**config.mk**
```make
export PLATFORM = sky130hd
export DESIGN_NAME = ray_cast_nearest_wall_unit
export DESIGN_NICKNAME = d
export VERILOG_FILES = /design/src/rtl/rcnw_pkg.sv /design/src/rtl/ray_cast_nearest_wall_unit.sv /design/src/rtl/rcnw_seg_cell.sv /design/src/rtl/rcnw_cordic.sv /design/src/rtl/rcnw_divider.sv
export SDC_FILE = /design/constraint.sdc
export NUM_CORES = 2
export LEC_CHECK = 0
export ABC_AREA = 1
export BUFFER_PORTS_ARGS = -buffer_cell sky130_fd_sc_hd__clkbuf_2
export CORE_ASPECT_RATIO = 0.5
export CORE_MARGIN = 2
export CORE_UTILIZATION = 40
export CTS_CLUSTER_SIZE = 25
export DETAILED_ROUTE_END_ITERATION = 6
export PLACE_DENSITY = 0.62
export SLEW_MARGIN = 20
export SYNTH_ARGS = -nofsm -noshare
export SYNTH_HDL_FRONTEND = slang
export SYNTH_SLANG_ARGS = --single-unit
```
**constraint.sdc**
```tcl
create_clock -name clk -period 7.9 [get_ports clk]
set_clock_uncertainty 0.2 [all_clocks]
set_input_delay 1.185 -clock clk [delete_from_list [all_inputs] [get_ports clk]]
set_output_delay 1.185 -clock clk [all_outputs]
set_load 0.05 [all_outputs]
```
**src/rtl/rcnw_pkg.sv**
```systemverilog
// rcnw_pkg: shared types, constants and tables for the ray cast nearest wall unit
// depends on nothing; imported by every rtl module of the block
`timescale 1ns / 1ps
`default_nettype none

package rcnw_pkg;

    localparam int CW        = 16;
    localparam int NSEG      = 8;
    localparam int IDXW      = 3;
    localparam int DISTW     = 17;
    localparam int VW        = 18;
    localparam int PW        = 36;
    localparam int AW        = 38;
    localparam int ZW        = 17;
    localparam int STEPS     = 16;
    localparam logic [DISTW-1:0] DIST_MAX = 17'h1FFFF;
    localparam logic signed [VW-1:0] CORDIC_START = 18'sd9949;

    localparam logic OP_LOAD = 1'b0;
    localparam logic OP_CAST = 1'b1;

    typedef struct packed {
        logic signed [CW-1:0] e1x;
        logic signed [CW-1:0] e1y;
        logic signed [CW-1:0] e2x;
        logic signed [CW-1:0] e2y;
    } seg_t;

    typedef struct packed {
        logic load;
        logic shift;
    } cell_ctrl_t;

    typedef struct packed {
        logic                 opcode;
        logic [IDXW-1:0]      seg_index;
        logic signed [CW-1:0] end1_x;
        logic signed [CW-1:0] end1_y;
        logic signed [CW-1:0] end2_x;
        logic signed [CW-1:0] end2_y;
        logic signed [CW-1:0] origin_x;
        logic signed [CW-1:0] origin_y;
        logic [15:0]          heading;
    } cast_in_t;

    typedef struct packed {
        logic             hit;
        logic [DISTW-1:0] distance;
    } cast_out_t;

    function automatic seg_t wall_reset(input logic [IDXW-1:0] k);
        seg_t s;
        unique case (k)
            3'd0: s = '{16'sd0,   16'sd0,   16'sd0,   16'sd768};
            3'd1: s = '{16'sd0,   16'sd768, 16'sd768, 16'sd768};
            3'd2: s = '{16'sd768, 16'sd768, 16'sd768, 16'sd0};
            3'd3: s = '{16'sd768, 16'sd0,   16'sd0,   16'sd0};
            3'd4: s = '{16'sd0,   16'sd256, 16'sd256, 16'sd256};
            3'd5: s = '{16'sd256, 16'sd256, 16'sd256, 16'sd512};
            3'd6: s = '{16'sd512, 16'sd256, 16'sd512, 16'sd512};
            default: s = '{16'sd512, 16'sd384, 16'sd768, 16'sd384};
        endcase
        return s;
    endfunction

    function automatic logic signed [ZW-1:0] angle_step(input logic [3:0] i);
        logic signed [ZW-1:0] a;
        unique case (i)
            4'd0:  a = 17'sd8192;
            4'd1:  a = 17'sd4836;
            4'd2:  a = 17'sd2555;
            4'd3:  a = 17'sd1297;
            4'd4:  a = 17'sd651;
            4'd5:  a = 17'sd326;
            4'd6:  a = 17'sd163;
            4'd7:  a = 17'sd81;
            4'd8:  a = 17'sd41;
            4'd9:  a = 17'sd20;
            4'd10: a = 17'sd10;
            4'd11: a = 17'sd5;
            4'd12: a = 17'sd3;
            4'd13: a = 17'sd1;
            4'd14: a = 17'sd1;
            default: a = 17'sd0;
        endcase
        return a;
    endfunction

endpackage

`default_nettype wire

```
**src/rtl/ray_cast_nearest_wall_unit.sv**
```systemverilog
// ray_cast_nearest_wall_unit: top level, segment ring, shared multipliers and control
// depends on rcnw_pkg, rcnw_seg_cell, rcnw_cordic, rcnw_divider
//
// usage:
//   input channel in_valid/in_ready/in_data carries load and cast transactions.
//   a load writes one slot of the eight-entry wall ring; it gives no result.
//   a cast computes the ray direction with a 16-step rotation unit, then
//   visits the eight segments in turn as the ring rotates past a shared pair
//   of multipliers, stepping through the mul1, mul2, mul3, test and next states
//   for each segment, with a pass through the bit-serial divider for each
//   struck segment that is not saturated.
//   output channel out_valid/out_ready/out_data carries one result per cast
//   (hit flag and nearest distance, q9.8, zero on a miss). the result sits in
//   an output register, so the next transaction is taken while it waits;
//   a finished cast holds until that register is free.
//   in_ready is high whenever no cast is in progress.
//   reset is asynchronous, active low; the ring returns to the eight default
//   walls at once and no output is pending.
`timescale 1ns / 1ps
`default_nettype none

module ray_cast_nearest_wall_unit (
    input  wire logic                  clk,
    input  wire logic                  rst_n,
    input  wire logic                  in_valid,
    output logic                       in_ready,
    input  wire rcnw_pkg::cast_in_t    in_data,
    output logic                       out_valid,
    input  wire logic                  out_ready,
    output rcnw_pkg::cast_out_t        out_data
);
    import rcnw_pkg::*;

    typedef enum logic [3:0] {
        S_IDLE, S_CORDIC, S_MUL1, S_MUL2, S_MUL3, S_TEST, S_DIV, S_NEXT, S_FIN
    } state_t;

    state_t               state_reg;
    seg_t                 seg_w [NSEG];
    seg_t                 load_val;
    cell_ctrl_t           ctrl_w [NSEG];
    logic signed [CW-1:0] ox_reg, oy_reg;
    logic signed [VW-1:0] v3x_reg, v3y_reg;
    logic signed [PW-1:0] pa_reg, pb_reg, pa_next, pb_next;
    logic signed [VW-1:0] ma0, mb0, ma1, mb1;
    logic signed [AW-1:0] den_reg, n1_reg, n2_w, den_a, n1_a, n2_a;
    logic [IDXW-1:0]      cnt_reg;
    logic                 any_reg;
    logic [DISTW-1:0]     best_reg;
    cast_out_t            out_reg;
    logic                 out_valid_reg;
    logic signed [VW-1:0] v1x, v1y, v2x, v2y;
    logic                 struck, sat;
    logic                 take_in, out_free;
    logic                 cor_busy, cor_done, div_busy, div_done, div_start;
    logic signed [VW-1:0] cos_w, sin_w;
    logic [DISTW-1:0]     quot_w;
    logic [AW+2:0]        den_x8;

    assign in_ready = (state_reg == S_IDLE);
    assign take_in  = in_valid && in_ready;
    assign out_free = !out_valid_reg || out_ready;

    assign load_val = '{in_data.end1_x, in_data.end1_y, in_data.end2_x, in_data.end2_y};

    for (genvar k = 0; k < NSEG; k++)
    begin : g_ring
        assign ctrl_w[k].load  = take_in && (in_data.opcode == OP_LOAD)
                                 && (in_data.seg_index == IDXW'(k));
        assign ctrl_w[k].shift = (state_reg == S_NEXT);
        rcnw_seg_cell u_cell (
            .clk      (clk),
            .rst_n    (rst_n),
            .rst_val  (wall_reset(IDXW'(k))),
            .ctrl     (ctrl_w[k]),
            .load_val (load_val),
            .shift_in (seg_w[(k + 1) % NSEG]),
            .seg      (seg_w[k])
        );
    end

    rcnw_cordic u_cordic (
        .clk     (clk),
        .rst_n   (rst_n),
        .start   (take_in && (in_data.opcode == OP_CAST)),
        .heading (in_data.heading),
        .busy    (cor_busy),
        .done    (cor_done),
        .cos_val (cos_w),
        .sin_val (sin_w)
    );

    assign v1x = VW'(ox_reg) - VW'(seg_w[0].e1x);
    assign v1y = VW'(oy_reg) - VW'(seg_w[0].e1y);
    assign v2x = VW'(seg_w[0].e2x) - VW'(seg_w[0].e1x);
    assign v2y = VW'(seg_w[0].e2y) - VW'(seg_w[0].e1y);

    // shared multiplier pair, operands chosen by phase
    always_comb
    begin
        unique case (state_reg)
            S_MUL1:
            begin
                ma0 = v2x; mb0 = v3x_reg; ma1 = v2y; mb1 = v3y_reg;
            end
            S_MUL2:
            begin
                ma0 = v2x; mb0 = v1y; ma1 = v2y; mb1 = v1x;
            end
            default:
            begin
                ma0 = v1x; mb0 = v3x_reg; ma1 = v1y; mb1 = v3y_reg;
            end
        endcase
        pa_next = ma0 * mb0;
        pb_next = ma1 * mb1;
    end

    assign n2_w  = AW'(pa_reg) + AW'(pb_reg);
    assign den_a = den_reg[AW-1] ? -den_reg : den_reg;
    assign n1_a  = den_reg[AW-1] ? -n1_reg  : n1_reg;
    assign n2_a  = den_reg[AW-1] ? -n2_w    : n2_w;
    assign struck = (den_reg != '0) && (n1_a >= 0) && (n2_a >= 0) && (n2_a <= den_a);
    assign den_x8 = {den_a[AW-1:0], 3'b000};
    assign sat    = {3'b000, n1_a[AW-1:0]} >= den_x8;
    assign div_start = (state_reg == S_TEST) && struck && !sat;

    rcnw_divider u_div (
        .clk      (clk),
        .rst_n    (rst_n),
        .start    (div_start),
        .rem_init (AW'(n1_a[AW-1:3])),
        .low_bits ({n1_a[2:0], 14'b0}),
        .divisor  (den_a),
        .busy     (div_busy),
        .done     (div_done),
        .quot     (quot_w)
    );

    always_ff @(posedge clk or negedge rst_n)
    begin
        if (!rst_n)
        begin
            state_reg     <= S_IDLE;
            out_valid_reg <= 1'b0;
            cnt_reg       <= '0;
            any_reg       <= 1'b0;
            best_reg      <= '0;
            out_reg       <= '0;
            ox_reg        <= '0;
            oy_reg        <= '0;
            v3x_reg       <= '0;
            v3y_reg       <= '0;
            pa_reg        <= '0;
            pb_reg        <= '0;
            den_reg       <= '0;
            n1_reg        <= '0;
        end
        else
        begin
            if (out_valid_reg && out_ready)
            begin
                out_valid_reg <= 1'b0;
            end
            unique case (state_reg)
                S_IDLE:
                begin
                    if (take_in && (in_data.opcode == OP_CAST))
                    begin
                        ox_reg    <= in_data.origin_x;
                        oy_reg    <= in_data.origin_y;
                        state_reg <= S_CORDIC;
                    end
                end
                S_CORDIC:
                begin
                    if (cor_done)
                    begin
                        v3x_reg   <= -sin_w;
                        v3y_reg   <= cos_w;
                        cnt_reg   <= '0;
                        any_reg   <= 1'b0;
                        best_reg  <= '0;
                        state_reg <= S_MUL1;
                    end
                end
                S_MUL1:
                begin
                    pa_reg    <= pa_next;
                    pb_reg    <= pb_next;
                    state_reg <= S_MUL2;
                end
                S_MUL2:
                begin
                    den_reg   <= AW'(pa_reg) + AW'(pb_reg);
                    pa_reg    <= pa_next;
                    pb_reg    <= pb_next;
                    state_reg <= S_MUL3;
                end
                S_MUL3:
                begin
                    n1_reg    <= AW'(pa_reg) - AW'(pb_reg);
                    pa_reg    <= pa_next;
                    pb_reg    <= pb_next;
                    state_reg <= S_TEST;
                end
                S_TEST:
                begin
                    if (struck && sat)
                    begin
                        if (!any_reg || (DIST_MAX < best_reg))
                        begin
                            best_reg <= DIST_MAX;
                        end
                        any_reg   <= 1'b1;
                        state_reg <= S_NEXT;
                    end
                    else if (struck)
                    begin
                        state_reg <= S_DIV;
                    end
                    else
                    begin
                        state_reg <= S_NEXT;
                    end
                end
                S_DIV:
                begin
                    if (div_done)
                    begin
                        if (!any_reg || (quot_w < best_reg))
                        begin
                            best_reg <= quot_w;
                        end
                        any_reg   <= 1'b1;
                        state_reg <= S_NEXT;
                    end
                end
                S_NEXT:
                begin
                    cnt_reg <= cnt_reg + 1'b1;
                    if (cnt_reg == IDXW'(NSEG - 1))
                    begin
                        state_reg <= S_FIN;
                    end
                    else
                    begin
                        state_reg <= S_MUL1;
                    end
                end
                S_FIN:
                begin
                    if (out_free)
                    begin
                        out_reg.hit      <= any_reg;
                        out_reg.distance <= any_reg ? best_reg : '0;
                        out_valid_reg    <= 1'b1;
                        state_reg        <= S_IDLE;
                    end
                end
                default:
                begin
                    state_reg <= S_IDLE;
                end
            endcase
        end
    end

    assign out_valid = out_valid_reg;
    assign out_data  = out_reg;

    a_miss_zero: assert property (@(posedge clk) disable iff (!rst_n)
        out_valid_reg && !out_reg.hit |-> out_reg.distance == '0)
        else $error("miss result carries a nonzero distance");

    a_div_busy: assert property (@(posedge clk) disable iff (!rst_n)
        (state_reg == S_DIV) && !div_done |-> div_busy)
        else $error("waiting on divider that is not running");

    a_cast_start: assert property (@(posedge clk) disable iff (!rst_n)
        take_in && (in_data.opcode == OP_CAST) |=> cor_busy && (state_reg == S_CORDIC))
        else $error("cast transaction did not start the rotation unit");

    a_ring_aligned: assert property (@(posedge clk) disable iff (!rst_n)
        (state_reg == S_IDLE) |-> cnt_reg == '0 || $past(state_reg) == S_FIN
        || $past(state_reg) == S_IDLE)
        else $error("segment ring left unaligned");

endmodule

`default_nettype wire

```
**src/rtl/rcnw_seg_cell.sv**
```systemverilog
// rcnw_seg_cell: one wall segment cell of the rotating segment ring
// depends on rcnw_pkg
`timescale 1ns / 1ps
`default_nettype none

module rcnw_seg_cell (
    input  wire logic               clk,
    input  wire logic               rst_n,
    input  wire rcnw_pkg::seg_t     rst_val,
    input  wire rcnw_pkg::cell_ctrl_t ctrl,
    input  wire rcnw_pkg::seg_t     load_val,
    input  wire rcnw_pkg::seg_t     shift_in,
    output rcnw_pkg::seg_t          seg
);
    import rcnw_pkg::*;

    seg_t seg_reg;

    always_ff @(posedge clk or negedge rst_n)
    begin
        if (!rst_n)
        begin
            seg_reg <= rst_val;
        end
        else if (ctrl.load)
        begin
            seg_reg <= load_val;
        end
        else if (ctrl.shift)
        begin
            seg_reg <= shift_in;
        end
    end

    assign seg = seg_reg;

endmodule

`default_nettype wire

```
**src/rtl/rcnw_cordic.sv**
```systemverilog
// rcnw_cordic: iterative rotation giving cos and sin of a binary angle in q1.14
// depends on rcnw_pkg
`timescale 1ns / 1ps
`default_nettype none

module rcnw_cordic (
    input  wire logic                        clk,
    input  wire logic                        rst_n,
    input  wire logic                        start,
    input  wire logic [15:0]                 heading,
    output logic                             busy,
    output logic                             done,
    output logic signed [rcnw_pkg::VW-1:0]   cos_val,
    output logic signed [rcnw_pkg::VW-1:0]   sin_val
);
    import rcnw_pkg::*;

    logic signed [VW-1:0] x_reg, y_reg, x_next, y_next;
    logic signed [ZW-1:0] z_reg, z_next, z0;
    logic [3:0]           i_reg;
    logic                 flip_reg, flip0, busy_reg, done_reg;
    logic signed [ZW-1:0] hz;

    always_comb
    begin
        hz    = ZW'($signed(heading));
        z0    = hz;
        flip0 = 1'b0;
        if (hz > 17'sd16384)
        begin
            z0    = hz - 17'sd32768;
            flip0 = 1'b1;
        end
        else if (hz < -17'sd16384)
        begin
            z0    = hz + 17'sd32768;
            flip0 = 1'b1;
        end
    end

    always_comb
    begin
        if (z_reg >= 0)
        begin
            x_next = x_reg - (y_reg >>> i_reg);
            y_next = y_reg + (x_reg >>> i_reg);
            z_next = z_reg - angle_step(i_reg);
        end
        else
        begin
            x_next = x_reg + (y_reg >>> i_reg);
            y_next = y_reg - (x_reg >>> i_reg);
            z_next = z_reg + angle_step(i_reg);
        end
    end

    always_ff @(posedge clk or negedge rst_n)
    begin
        if (!rst_n)
        begin
            busy_reg <= 1'b0;
            done_reg <= 1'b0;
            i_reg    <= '0;
            flip_reg <= 1'b0;
            x_reg    <= '0;
            y_reg    <= '0;
            z_reg    <= '0;
        end
        else
        begin
            done_reg <= 1'b0;
            if (start && !busy_reg)
            begin
                busy_reg <= 1'b1;
                i_reg    <= '0;
                x_reg    <= CORDIC_START;
                y_reg    <= '0;
                z_reg    <= z0;
                flip_reg <= flip0;
            end
            else if (busy_reg)
            begin
                z_reg <= z_next;
                i_reg <= i_reg + 4'd1;
                if (i_reg == 4'(STEPS - 1))
                begin
                    busy_reg <= 1'b0;
                    done_reg <= 1'b1;
                    x_reg    <= flip_reg ? -x_next : x_next;
                    y_reg    <= flip_reg ? -y_next : y_next;
                end
                else
                begin
                    x_reg <= x_next;
                    y_reg <= y_next;
                end
            end
        end
    end

    assign busy    = busy_reg;
    assign done    = done_reg;
    assign cos_val = x_reg;
    assign sin_val = y_reg;

endmodule

`default_nettype wire

```
**src/rtl/rcnw_divider.sv**
```systemverilog
// rcnw_divider: restoring divider, one quotient bit per cycle, 17-bit quotient
// depends on rcnw_pkg
`timescale 1ns / 1ps
`default_nettype none

module rcnw_divider (
    input  wire logic                          clk,
    input  wire logic                          rst_n,
    input  wire logic                          start,
    input  wire logic [rcnw_pkg::AW-1:0]       rem_init,
    input  wire logic [rcnw_pkg::DISTW-1:0]    low_bits,
    input  wire logic [rcnw_pkg::AW-1:0]       divisor,
    output logic                               busy,
    output logic                               done,
    output logic [rcnw_pkg::DISTW-1:0]         quot
);
    import rcnw_pkg::*;

    logic [AW-1:0]    rem_reg, den_reg;
    logic [DISTW-1:0] low_reg, q_reg;
    logic [4:0]       cnt_reg;
    logic             busy_reg, done_reg;
    logic [AW:0]      trial;
    logic             ge;

    assign trial = {rem_reg, low_reg[DISTW-1]};
    assign ge    = trial >= {1'b0, den_reg};

    always_ff @(posedge clk or negedge rst_n)
    begin
        if (!rst_n)
        begin
            busy_reg <= 1'b0;
            done_reg <= 1'b0;
            cnt_reg  <= '0;
            rem_reg  <= '0;
            den_reg  <= '0;
            low_reg  <= '0;
            q_reg    <= '0;
        end
        else
        begin
            done_reg <= 1'b0;
            if (start && !busy_reg)
            begin
                busy_reg <= 1'b1;
                cnt_reg  <= '0;
                rem_reg  <= rem_init;
                den_reg  <= divisor;
                low_reg  <= low_bits;
                q_reg    <= '0;
            end
            else if (busy_reg)
            begin
                rem_reg <= ge ? AW'(trial - {1'b0, den_reg}) : AW'(trial);
                low_reg <= {low_reg[DISTW-2:0], 1'b0};
                q_reg   <= {q_reg[DISTW-2:0], ge};
                cnt_reg <= cnt_reg + 5'd1;
                if (cnt_reg == 5'(DISTW - 1))
                begin
                    busy_reg <= 1'b0;
                    done_reg <= 1'b1;
                end
            end
        end
    end

    assign busy = busy_reg;
    assign done = done_reg;
    assign quot = q_reg;

endmodule

`default_nettype wire

```
==> metrics.md <==
| Metric | Value |
|---|---|
| Status | `complete, but fails checks` |
| Failing checks | `negative setup slack` |
| Multi-input logic area | `around 52000 sq um` |
| First-pass GRT wire length | `between 400 and 500 mm` |
| RR Startpoint | `g_ring[0].u_cell.seg[48]` |
| GR met2 Demand/Resource | `40.7%` |
| Number of synthesized flops with an enable pin | `0` |
| CTS tree | `done` |
| Post-CTS Hold Buffers | `0` |
| Clk slew on worst S/H paths | `60 ps` |
| Worst hold path class | `input port to asynchronous set/reset pin` |
| Nets | `~12000` |
| Post-Route Utilization | `47.8%` |
| GRT Total Usage | `25.2%` |
| Initial antenna violation count | `17` |
| CP Launch Point | `g_ring[0].u_cell.seg[48]` |
| Prevailing post-synth register cell | `dfrtp_1` |
| Syn Area/Cell | `just under 8 sq um` |
| Final setup violation count | `22` |
| Largest net degree at the start of global routing | `168` |
| Cells on worst reg2reg path | `41` |
| Die ar. | `~210000 sq um` |
| Endpoint class of the critical path | `flop` |
| Clk_lat worst skew | `a little under 800 ps` |
| Synthesis-to-layout area growth | `19.0%` |
| Synthesized Nets | `11700` |
| Share of cells above drive strength 1 | `16.1%` |
| Yosys cell types | `68` |
| Met3 global-route usage | `under 10%` |
| Final count of pins violating max slew | `0` |
| Initial DRC count | `between 6000 and 7000` |
| I/O pins | `140` |
| Root buf cell | `clkbuf_16` |
| Sequential cell area | `23400 sq um` |
| Async SR Flop Fraction | `100%` |
| # fillers | `slightly below 20000` |
| CP bufs+invs | `5` |
| Slowest stage delay, CP | `just under 600 ps` |
| Final worst-path cycle share | `103%` |
| Cell repeated most along the worst path | `nand2_1` |
| Input/output buffers | `around 140` |
| Ys Warns | `0` |
| Vias in the first global route | `71300` |
| GRT busiest layer | `met2` |
| Placer Congestion | `~0.96` |
| Fmax achieved | `~0.12 GHz` |
| Clock sinks | `933` |
| Commonest non-fill, non-tap cell in the layout | `nand2_1` |
| Total Wirelength | `between 200 and 300 mm` |
| Hold_ws | `199 ps` |
| Via density | `5.24` |
| Final WS setup | `-213 ps` |
| Slew headroom | `23.0%` |
| Post-Syn Instances | `between 10000 and 15000` |
| Post-route ant nets | `0` |
| Initial Utilization | `40.2%` |
| Mapped Area | `between 80000 and 90000 sq um` |
| Vias | `roughly 73000` |
| Slew of the pin with the lowest slew margin | `approximately 1200 ps` |
| Gr ovfl total | `0` |
| Die W | `approximately 640 microns` |
| DRC violations left | `0` |
| Sequential share of the synthesized area | `28.6%` |
| Core ar. | `~200000 sq um` |
| Largest register FFs | `between 500 and 600` |
| Routed WL per cell | `around 19 microns` |
| WP data arrival | `8480 ps` |
| Critical path class | `flop to flop` |
| Most frequent cells in the layout | `2412 x nand2_1, 1732 x inv_1, 895 x dfrtp_1, 762 x buf_4, 648 x nor2_1` |
| Min Tclk post-route | `approximately 8100 ps` |
| Post-DP HPWL | `~200 mm` |
| Largest fanout on the critical path | `6` |
| Crit path depth | `41` |
| # rows | `roughly 120` |
| Global-route met1 utilization | `a little over a third` |
| Max-cap violations | `0` |
| WP data required | `8260 ps` |
| Max H-tree Level | `3` |
| CP startpoint kind | `flop` |
| #FFs+latches synth | `933` |
| TritonCTS Buffers | `92` |
| Die span in y | `between 300 and 400 microns` |
| Hold Vio Cnt, Final | `0` |
| Drt first pass iters | `6` |
| Crit path max-delay family | `adder cells` |
| Slowest-stage cell, CP | `fa_1` |
| RSZ-0062 raised after global routing | `true` |
| CTS max path bufs | `3` |
## metrics by stage
stage | setup TNS [ps] | setup WS, ps | instances | area, sq um
4_1_cts | -863 | -139 | 13900 | 95300
5_1_grt | -13490 | -624 | 13900 | 97200
3_3_place_gp | -13100 | -684 | 13600 | 90300
3_5_place_dp | -16410 | -871 | 13600 | 90300
6_report | -1860 | -213 | 13900 | 97200
2_1_floorplan | -15.9 | -12.9 | 10400 | 81800
## per-layer routing
metal | part of all wire [%] | routed length [microns]
met1 | 46 | 121000
met2 | 45 | 120000
met3 | 5.8 | 15600
met4 | 3.7 | 9890
met5 | 0.0075 | 20
## cell families after synthesis
group           count (synthesis)  synth area share, %
simple gates                 3725                 18.3
flops                         933                 28.6
compound gates               1979                 14.8
mux                             5               0.0613
fa+ha+maj                    1162                 23.7
buf+inv                      2277                 10.6
other cells                     1              0.00459
xor+xnor                      351                 3.78
## path summary, 6_finish.rpt
check,end,slack [ps]
hold / removal,out_data[16],200
min in group clk,best_reg[6],280
hold reg to reg,best_reg[6],280
setup / recovery,pa_reg[30],-210
setup reg to reg,pa_reg[30],-210
max in group asynchronous,g_ring[1].u_cell.seg[32],5410
## repair_timing
action,in CTS,in global routing
endpoints found under the hold margin,0,0
gates resized for setup,315,389
pin swaps,145,296
setup endpoints to repair,38,45
setup buffers,82,60
gates cloned,2,3
## synthesized netlist by cell type (47+ instances only)
master / number / share of area (%)
inv_1: 1842 / 8.5
o21ai_0: 706 / 4.3
a21oi_1: 401 / 2.5
nand3_1: 250 / 1.5
ha_1: 516 / 7.9
buf_2: 47 / 0.29
nand4_1: 85 / 0.65
o221ai_1: 200 / 2.1
a22oi_1: 135 / 1.2
nand2_1: 2513 / 12
xnor2_1: 127 / 1.4
a31oi_1: 56 / 0.43
dfrtp_1: 899 / 28
clkbuf_1: 332 / 1.5
fa_1: 646 / 16
xor2_1: 222 / 2.4
nor3_1: 74 / 0.45
o21ai_1: 56 / 0.34
o211ai_1: 232 / 2.1
nor2_1: 690 / 3.2
## layout make-up
type | count | area share [%]
diodes | 4 | 0.0103
clock buffers | 137 | 2.70
clock inverters | 32 | 0.530
inverters | 1868 | 7.27
multi-input cells | 7223 | 53.8
flip-flops and latches | 933 | 24.1
well taps | 2737 | 3.52
repair buffers | 996 | 8.14
Power is not shown: default switching activity piles up to over one toggle a cycle in this logic, so the estimate is an artifact.
